File: src/rtl/fbfa_pkg.sv
// shared types and constants of the block allocator
`default_nettype none
package fbfa_pkg;

   localparam int FBFA_MAX_BLOCKS = 16;
   localparam int FBFA_ADDR_BITS  = 16;
   localparam logic [15:0] FBFA_MSIZE_RESET = 16'd4096;

   // request kinds
   localparam logic [1:0] KIND_FIRST = 2'd0;
   localparam logic [1:0] KIND_BEST  = 2'd1;
   localparam logic [1:0] KIND_FREE  = 2'd2;
   localparam logic [1:0] KIND_PACK  = 2'd3;

   // result status codes
   localparam logic [2:0] STAT_OK      = 3'd0;
   localparam logic [2:0] STAT_NOMEM   = 3'd1;
   localparam logic [2:0] STAT_DUP     = 3'd2;
   localparam logic [2:0] STAT_NOHOLE  = 3'd3;
   localparam logic [2:0] STAT_NOTFND  = 3'd4;
   localparam logic [2:0] STAT_FULL    = 3'd5;

   typedef struct packed {
      logic [1:0]  kind;
      logic [7:0]  blk_tag;
      logic [15:0] blk_len;
   } req_type;

   typedef struct packed {
      logic [2:0]  status;
      logic [15:0] block_start;
      logic [15:0] free_left;
   } rsp_type;

endpackage
`default_nettype wire

File: src/rtl/fbfa_table_ram.sv
// block table storage: one write port, one registered read port
`default_nettype none
module fbfa_table_ram #(
   parameter int DEPTH = 16,
   parameter int WIDTH = 40
) (
   input  wire logic                     clock,
   input  wire logic                     wr_en,
   input  wire logic [$clog2(DEPTH)-1:0] wr_addr,
   input  wire logic [WIDTH-1:0]         wr_data,
   input  wire logic [$clog2(DEPTH)-1:0] rd_addr,
   output logic      [WIDTH-1:0]         rd_data
);

   logic [WIDTH-1:0] mem [DEPTH];
   logic [WIDTH-1:0] rd_data_ff;

   // write port
   always_ff @(posedge clock) begin
      if (wr_en) begin
         mem[wr_addr] <= wr_data;
      end
   end

   // read port, registered
   always_ff @(posedge clock) begin
      rd_data_ff <= mem[rd_addr];
   end

   assign rd_data = rd_data_ff;

endmodule
`default_nettype wire

File: src/rtl/first_best_fit_block_allocator_unit.sv
// sequence: scan every block held in the table (a pack rewrites them as it goes), decide,
// then on a placement or release move the entries behind it and write the placed entry
// (a tail placement moves none); throughput: one request at a time, the next word is taken
// the cycle after the result is loaded into the output register, also while it waits there
// reset (synchronous, active high): table empty, memory size and free space 4096
`default_nettype none
module first_best_fit_block_allocator_unit import fbfa_pkg::*; #(
   parameter int MAX_BLOCKS = FBFA_MAX_BLOCKS,
   parameter int ADDR_BITS  = FBFA_ADDR_BITS
) (
   input  wire logic        clock,
   input  wire logic        reset,
   input  wire logic        req_valid,
   output logic             req_stall,
   input  wire req_type     req_word,
   output logic             rsp_valid,
   input  wire logic        rsp_stall,
   output rsp_type          rsp_word,
   input  wire logic        csr_write_en,
   input  wire logic [15:0] csr_write_data
);

   localparam int NW = $clog2(MAX_BLOCKS + 1);
   localparam int IW = $clog2(MAX_BLOCKS);
   localparam int CW = (ADDR_BITS > 16) ? ADDR_BITS : 16;
   localparam int EW = 8 + 2 * ADDR_BITS;

   localparam logic [2:0] ST_IDLE   = 3'd0;
   localparam logic [2:0] ST_SCAN   = 3'd1;
   localparam logic [2:0] ST_DECIDE = 3'd2;
   localparam logic [2:0] ST_SHIFT  = 3'd3;
   localparam logic [2:0] ST_PUT    = 3'd4;
   localparam logic [2:0] ST_DONE   = 3'd5;

   logic [2:0]           state_ff, state_in;
   req_type              req_ff, req_in;
   logic [NW-1:0]        count_ff, count_in;
   logic [15:0]          free_ff, free_in;
   logic [15:0]          msize_ff, msize_in;
   logic [NW-1:0]        iss_ff, iss_in;
   logic [NW-1:0]        rem_ff, rem_in;
   logic                 pv_ff, pv_in;
   logic [NW-1:0]        pidx_ff, pidx_in;
   logic [ADDR_BITS-1:0] run_ff, run_in;
   logic                 dup_ff, dup_in;
   logic                 hit_ff, hit_in;
   logic                 found_ff, found_in;
   logic [NW-1:0]        pick_ff, pick_in;
   logic [ADDR_BITS-1:0] pstart_ff, pstart_in;
   logic [CW-1:0]        best_ff, best_in;
   logic [ADDR_BITS-1:0] fsz_ff, fsz_in;
   rsp_type              res_ff, res_in;
   logic                 rsp_valid_ff, rsp_valid_in;
   rsp_type              rsp_word_ff, rsp_word_in;

   logic                 wr_en;
   logic [IW-1:0]        wr_addr;
   logic [EW-1:0]        wr_data;
   logic [IW-1:0]        rd_addr;
   logic [EW-1:0]        rd_data;

   logic [7:0]           e_owner;
   logic [ADDR_BITS-1:0] e_begin, e_finish, e_size, e_hole;
   logic [ADDR_BITS-1:0] pack_finish, new_finish;
   logic [CW-1:0]        hole_ext, size_ext, tail_hole;
   logic                 is_alloc, fit, tail_fit, take_tail, fin_found;

   fbfa_table_ram #(
      .DEPTH (MAX_BLOCKS),
      .WIDTH (EW)
   ) u_ram (
      .clock   (clock),
      .wr_en   (wr_en),
      .wr_addr (wr_addr),
      .wr_data (wr_data),
      .rd_addr (rd_addr),
      .rd_data (rd_data)
   );

   // entry fields and per-entry arithmetic
   assign e_owner     = rd_data[EW-1 -: 8];
   assign e_begin     = rd_data[2*ADDR_BITS-1:ADDR_BITS];
   assign e_finish    = rd_data[ADDR_BITS-1:0];
   assign e_size      = (e_finish >= e_begin) ? (e_finish - e_begin) : '0;
   assign e_hole      = (e_begin >= run_ff) ? (e_begin - run_ff) : '0;
   assign hole_ext    = CW'(e_hole);
   assign size_ext    = CW'(req_ff.blk_len);
   assign fit         = size_ext <= hole_ext;
   assign pack_finish = ADDR_BITS'(CW'(run_ff) + CW'(e_size));
   assign new_finish  = ADDR_BITS'(CW'(pstart_ff) + size_ext);
   assign is_alloc    = (req_ff.kind == KIND_FIRST) || (req_ff.kind == KIND_BEST);

   // tail hole from the last block to the end of memory
   assign tail_hole = (CW'(msize_ff) >= CW'(run_ff)) ? (CW'(msize_ff) - CW'(run_ff)) : '0;
   assign tail_fit  = size_ext <= tail_hole;
   assign take_tail = tail_fit &&
                      ((req_ff.kind == KIND_FIRST) ? !found_ff
                                                   : (!found_ff || tail_hole < best_ff));
   assign fin_found = found_ff || take_tail;

   // table write port
   always_comb begin
      wr_en   = 1'b0;
      wr_addr = pidx_ff[IW-1:0];
      wr_data = rd_data;
      if (state_ff == ST_SCAN && pv_ff && req_ff.kind == KIND_PACK) begin
         wr_en   = 1'b1;
         wr_data = {e_owner, run_ff, pack_finish};
      end else if (state_ff == ST_SHIFT && pv_ff) begin
         wr_en   = 1'b1;
         wr_addr = is_alloc ? IW'(pidx_ff + NW'(1)) : IW'(pidx_ff - NW'(1));
      end else if (state_ff == ST_PUT && is_alloc) begin
         wr_en   = 1'b1;
         wr_addr = pick_ff[IW-1:0];
         wr_data = {req_ff.blk_tag, pstart_ff, new_finish};
      end
   end

   assign rd_addr = iss_ff[IW-1:0];

   // request sequencer
   always_comb begin
      state_in     = state_ff;
      req_in       = req_ff;
      count_in     = count_ff;
      free_in      = free_ff;
      msize_in     = msize_ff;
      iss_in       = iss_ff;
      rem_in       = rem_ff;
      pv_in        = 1'b0;
      pidx_in      = pidx_ff;
      run_in       = run_ff;
      dup_in       = dup_ff;
      hit_in       = hit_ff;
      found_in     = found_ff;
      pick_in      = pick_ff;
      pstart_in    = pstart_ff;
      best_in      = best_ff;
      fsz_in       = fsz_ff;
      res_in       = res_ff;
      rsp_valid_in = rsp_valid_ff && rsp_stall;
      rsp_word_in  = rsp_word_ff;

      unique case (state_ff)
         ST_IDLE: begin
            if (req_valid) begin
               req_in   = req_word;
               iss_in   = '0;
               run_in   = '0;
               dup_in   = 1'b0;
               hit_in   = 1'b0;
               found_in = 1'b0;
               state_in = ST_SCAN;
            end
         end
         ST_SCAN: begin
            // issue the next read
            if (iss_ff < count_ff) begin
               pv_in   = 1'b1;
               pidx_in = iss_ff;
               iss_in  = iss_ff + NW'(1);
            end else if (!pv_ff) begin
               state_in = ST_DECIDE;
            end
            // look at the entry that came back
            if (pv_ff) begin
               if (is_alloc) begin
                  if (e_owner == req_ff.blk_tag) dup_in = 1'b1;
                  if (fit && ((req_ff.kind == KIND_FIRST) ? !found_ff
                                                          : (!found_ff || hole_ext < best_ff))) begin
                     found_in  = 1'b1;
                     pick_in   = pidx_ff;
                     pstart_in = run_ff;
                     best_in   = hole_ext;
                  end
                  run_in = e_finish;
               end else if (req_ff.kind == KIND_FREE) begin
                  if (!hit_ff && e_owner == req_ff.blk_tag) begin
                     hit_in  = 1'b1;
                     pick_in = pidx_ff;
                     fsz_in  = e_size;
                  end
               end else begin
                  run_in = pack_finish;
               end
            end
         end
         ST_DECIDE: begin
            res_in.block_start = '0;
            res_in.free_left   = free_ff;
            res_in.status      = STAT_OK;
            state_in           = ST_DONE;
            if (is_alloc) begin
               if (req_ff.blk_len > free_ff) begin
                  res_in.status = STAT_NOMEM;
               end else if (dup_ff) begin
                  res_in.status = STAT_DUP;
               end else if (count_ff == NW'(MAX_BLOCKS)) begin
                  res_in.status = STAT_FULL;
               end else if (!fin_found) begin
                  res_in.status = STAT_NOHOLE;
               end else begin
                  if (take_tail) begin
                     pick_in   = count_ff;
                     pstart_in = run_ff;
                     state_in  = ST_PUT;
                  end else begin
                     iss_in   = count_ff - NW'(1);
                     rem_in   = count_ff - pick_ff;
                     state_in = ST_SHIFT;
                  end
               end
            end else if (req_ff.kind == KIND_FREE) begin
               if (!hit_ff) begin
                  res_in.status = STAT_NOTFND;
               end else begin
                  iss_in   = pick_ff + NW'(1);
                  rem_in   = count_ff - pick_ff - NW'(1);
                  state_in = ST_SHIFT;
               end
            end
         end
         ST_SHIFT: begin
            // move entries one slot up (allocate) or down (free)
            if (rem_ff != '0) begin
               pv_in   = 1'b1;
               pidx_in = iss_ff;
               iss_in  = is_alloc ? iss_ff - NW'(1) : iss_ff + NW'(1);
               rem_in  = rem_ff - NW'(1);
            end else if (!pv_ff) begin
               state_in = ST_PUT;
            end
         end
         ST_PUT: begin
            res_in.status = STAT_OK;
            if (is_alloc) begin
               count_in           = count_ff + NW'(1);
               free_in            = free_ff - req_ff.blk_len;
               res_in.block_start = 16'(CW'(pstart_ff));
               res_in.free_left   = free_ff - req_ff.blk_len;
            end else begin
               count_in           = count_ff - NW'(1);
               free_in            = 16'(CW'(free_ff) + CW'(fsz_ff));
               res_in.block_start = '0;
               res_in.free_left   = 16'(CW'(free_ff) + CW'(fsz_ff));
            end
            state_in = ST_DONE;
         end
         ST_DONE: begin
            if (!rsp_valid_ff || !rsp_stall) begin
               rsp_valid_in = 1'b1;
               rsp_word_in  = res_ff;
               state_in     = ST_IDLE;
            end
         end
         default: begin
            state_in = ST_IDLE;
         end
      endcase

      // memory size write empties the table
      if (csr_write_en) begin
         msize_in = csr_write_data;
         free_in  = csr_write_data;
         count_in = '0;
      end
   end

   // control registers
   always_ff @(posedge clock) begin
      if (reset) begin
         state_ff     <= ST_IDLE;
         count_ff     <= '0;
         free_ff      <= FBFA_MSIZE_RESET;
         msize_ff     <= FBFA_MSIZE_RESET;
         pv_ff        <= 1'b0;
         rsp_valid_ff <= 1'b0;
      end else begin
         state_ff     <= state_in;
         count_ff     <= count_in;
         free_ff      <= free_in;
         msize_ff     <= msize_in;
         pv_ff        <= pv_in;
         rsp_valid_ff <= rsp_valid_in;
      end
   end

   // working registers
   always_ff @(posedge clock) begin
      req_ff      <= req_in;
      iss_ff      <= iss_in;
      rem_ff      <= rem_in;
      pidx_ff     <= pidx_in;
      run_ff      <= run_in;
      dup_ff      <= dup_in;
      hit_ff      <= hit_in;
      found_ff    <= found_in;
      pick_ff     <= pick_in;
      pstart_ff   <= pstart_in;
      best_ff     <= best_in;
      fsz_ff      <= fsz_in;
      res_ff      <= res_in;
      rsp_word_ff <= rsp_word_in;
   end

   assign req_stall = (state_ff != ST_IDLE);
   assign rsp_valid = rsp_valid_ff;
   assign rsp_word  = rsp_word_ff;

endmodule
`default_nettype wire

File: config.mk
export PLATFORM = sky130hd
export DESIGN_NAME = first_best_fit_block_allocator_unit
export DESIGN_NICKNAME = d
export VERILOG_FILES = /design/src/rtl/fbfa_pkg.sv /design/src/rtl/fbfa_table_ram.sv /design/src/rtl/first_best_fit_block_allocator_unit.sv
export SDC_FILE = /design/constraint.sdc
export NUM_CORES = 1
export LEC_CHECK = 0
export ABC_CLOCK_PERIOD_IN_PS = 14800
export BUFFER_PORTS_ARGS = -buffer_cell sky130_fd_sc_hd__buf_4
export CAP_MARGIN = 20
export CORE_ASPECT_RATIO = 0.5
export CORE_MARGIN = 2
export CORE_UTILIZATION = 60
export DETAILED_ROUTE_END_ITERATION = 10
export PLACE_DENSITY = 0.77
export SYNTH_ARGS = -nofsm -noshare
export SYNTH_HDL_FRONTEND = slang
export SYNTH_SLANG_ARGS = --single-unit
File: constraint.sdc
create_clock -name clock -period 14.8 [get_ports clock]
set_input_delay 1.48 -clock clock [delete_from_list [all_inputs] [get_ports clock]]
set_output_delay 1.48 -clock clock [all_outputs]
set_load 0.01 [all_outputs]
==> results.txt <==
The tools report the net count after synthesis as 3360. VDD sags by at most 0.1022 mV. Power consumption: 7.943 mW. Along the worst hold path, the cell count comes to 0. Data on the critical path is required at its endpoint by 15.05 ns.

By area the synthesized netlist is led by edfxtp_1 59%, ha_1 5.7%, mux4_2 4.4%. At the end of routability-driven placement, the weighted congestion stood at 0.9641. The area of the die was 72370 µm². End of the worst register-to-register path: u_ram.mem[14][12]. After synthesis the netlist holds a flip-flop and latch count of 905. The run gives 17.17 nW as the standby leakage power. The global-route wire length before repair is 163200 µm, and the portion of the post-synthesis area used by sequential elements is 0.6265. The tools report the relative contribution of the clock network to total power as 0.265.

The source-to-sink clock delay at the later pin of the worst-skew pair came out at 0.67 ns. In the synthesized netlist, the number of instances is 3114. Max-cap violations in this run came to 0. The logs give 84 for the number of placed I/O pins and 8.629 ns for the slack of the critical path. In this run, distinct cell masters in the synthesized netlist total 74. The worst hold path terminates at rsp_word[13].

Entering global routing, the biggest net connects 61 pins. The minimum hold slack is 0.4157 ns. The final design utilization is 0.6776, and the number of buffers inserted by post-CTS setup repair is 0. The worst path in the final design needs a cycle of 6.171 ns, including I/O delays and setup. Total inserted antenna cells: 0. The clock tree synthesis step divided the H-tree into 3 levels. By count the netlist is led by 823 x edfxtp_1, 260 x nand2_1, 218 x nor2_1, 194 x a21oi_1, 190 x ha_1. For the max-slew violation count, the log shows 0.

The tree is rooted in a clkbuf_16. The area share of the largest cell type after synthesis was 0.5875. Worst hold path startpoint: res_ff[13]. For the pin with the worst max-slew slack, the measured transition is 1.330 ns. The cell area after synthesis was 42070 µm²; the average cell area after synthesis was 13.51 µm².

The Yosys warning count was 0; the setup-violating endpoint count in the final report was 0. After clock tree synthesis, the clock-pin slew on the worst setup and hold paths is 0.07 ns. By instance count, the leading cell after synthesis is edfxtp_1. The logs give 0.04726 ns for the final clock skew and 0 ns for the total negative slack for setup checks. The initial antenna violation count was 4; the maximum count of clock buffers along a single path was 3. The count of flip-flops with a built-in enable after synthesis is 823, and the overall fraction of global-route tracks in use is 0.3076. In the synthesized netlist the dominant register cell turns out to be edfxtp_1. The mean number of vias per cell came out at 6.455. Data arrives at the worst endpoint at 6.42 ns. The final wirelength came out at 110600 µm. The total power divided by cell area is 169.5 nW/µm², and the detail-routed net length per standard cell is 26.07 µm. The placeable core region was 69170 µm². The logs give 0 for the final hold violation count and 3455 for the number of DRC markers after the initial detailed-route iteration.

The final cycle utilization of the critical path is 0.4170, and the number of sinks handled by clock tree synthesis is 905. The cell-internal power is 5.264 mW. The worst setup path is of the reg -> reg kind. The worst setup path is captured at a flip-flop.

The sequential cell fraction of total power came out at 0.410. Setup repair after global routing left no endpoint under its margin. The synthesis-to-layout area growth is 11.42%, and the worst reg-to-reg setup slack is 8.63 ns. The run gives 0.6081 as the starting utilization of the core area. The net count of the finished layout is 3480.

In this run, CTS created clock tree buffers numbering 79. The initialized floorplan defines 68 standard-cell rows. Detailed routing inserted a total of 27390 vias. The share of post-route cells with drive strength above 1 was 0.1277; the post-place setup slack was 8.727 ns.

The worst min-delay path class is reg -> reg. For this run, design rule violations remaining after detail routing come to 0. The number of cells on the worst reg-to-reg path is 25. Quantity of hold-fixing buffers added after cts: 0. The logs give 162.0 MHz for the highest achievable clock rate and 0 for the overflow left after global routing. The number of antenna-violating nets in the routed design was 0. The tightest slew margin relative to the limit was 0.1133; the die width was 378.5 µm. The run finished with clean final reports.

Die outline height: 191.2 µm. The cell taking the most area after synthesis is edfxtp_1. Fraction of power consumed by combinational cells: 0.326.

The first detailed-routing pass ran for 6 iterations. The tools report the number of global-route vias before repair as 26650. For the count of instances resized after the clock tree is built, the log shows 0.

TritonCTS built the clock tree. The nature of the critical path startpoint is a flip-flop. The net switching share of the total power came out at 0.3372. The wire-length estimate of the detail-placed layout is 68980 µm. In this run the critical register-to-register path is launched from u_ram.rd_data[0]. For the net switching power of the design, the log shows 2.678 mW. Of all nets on the critical path, the largest fanout is 16.

The fraction of registers with async set or reset after synthesis is 0, and the number of input and output port buffers inserted is 83.
-- power by group through the flow --
stage,clock network (mW),logic [mW],registers [mW]
floorplan,0,1.81,3.24
detailed placement,0,2.49,3.31
global route,2.21,2.83,3.26
CTS,2.12,2.51,3.25
finish,2.10,2.59,3.25
global placement,0,2.43,3.30
-- worst max-delay path, stage by stage (launching register included) --
cell,delay [ns]
dfxtp_1,0.33
inv_1,0.06
ha_1,0.17
inv_1,0.06
fa_1,0.46
a211o_1,0.37
a21oi_1,0.24
nor2_1,0.11
a21oi_1,0.21
nand2_1,0.08
a21oi_1,0.24
nor2b_1,0.08
a21oi_1,0.15
buf_4,0.25
nor2_1,0.09
ha_1,0.22
inv_1,0.08
fa_1,0.23
nor2b_1,0.06
o21ai_0,0.22
a21boi_0,0.23
o21a_1,0.24
nor3_1,0.30
nor2_1,0.11
xnor2_1,0.15
a22oi_1,1.03
-- cells by family after synthesis --
kind of cell / count (synthesis) / synth area share
AOI/OAI and AO/OA: 644 / 0.09973
xor gates and xnor gates: 111 / 0.02329
adders and majority gates: 199 / 0.06080
buffers and inverters: 271 / 0.02442
DFF: 905 / 0.6265
muxes: 267 / 0.08801
and+or+nand+nor: 717 / 0.07722
-- cell type report --
class | instances | area, µm²
clock inverter | 38 | 439.2
inverter | 148 | 555.5
fill | 4686 | 22300
clock buffer | 107 | 2203
sequential | 905 | 26360
multi-input combinational | 1938 | 14880
tap | 945 | 1182
timing repair buffer | 162 | 1254
-- registers in the layout, summed over array words and instances, names as in the netlist, 35 cells and up --
| name | flops |
|---|---|
| rsp_word | 35 |
| u_ram.mem | 640 |
| u_ram.rd_data | 40 |
| res_ff | 35 |
-- placed cells by master, fill, tap and decap left out, types with 44 or more instances in the layout --
| master | netlist | routed |
|---|---|---|
| dfxtp_1 | 82 | 82 |
| nand2_1 | 260 | 258 |
| ha_1 | 190 | 190 |
| xor2_1 | 47 | 47 |
| a21o_1 | 47 | 47 |
| o21ai_0 | 117 | 117 |
| a21oi_1 | 194 | 193 |
| nor2_1 | 218 | 196 |
| buf_4 | 0 | 155 |
| mux4_2 | 82 | 82 |
| inv_1 | 148 | 148 |
| a22oi_1 | 44 | 44 |
| a211oi_1 | 47 | 47 |
| xnor2_1 | 63 | 63 |
| clkbuf_16 | 0 | 80 |
| mux2i_1 | 182 | 182 |
| edfxtp_1 | 823 | 823 |
-- metal layers --
layer | track usage | vias up | wire [µm]
met1 | 0.4488 | 13550 | 45590
met4 | 0.08933 | 0 | 2997
met2 | 0.4750 | 1530 | 49530
met5 | 0 | - | 0
met3 | 0.05866 | 216 | 12470
li1 | - | 12090 | -
-- per-stage QoR --
step	cell area, µm²	cells
detailed placement	44100	4085
global placement	44050	4080
finish	46870	4243
floorplan	42070	3114
global route	46870	4243
CTS	46740	4230
-- how the worst max path moves through the flow --
| stage | depth (start not counted) | to | start |
|---|---|---|---|
| after global routing | 20 | pick_ff[4] | run_ff[1] |
| after global placement | 20 | pick_ff[4] | run_ff[1] |
| after CTS | 18 | pick_ff[1] | run_ff[1] |
| after floorplan | 19 | pstart_ff[0] | run_ff[1] |
| final | 25 | u_ram.mem[14][12] | u_ram.rd_data[0] |
| after detailed placement | 18 | pick_ff[4] | run_ff[1] |
Power figures use the tool's default switching activity.
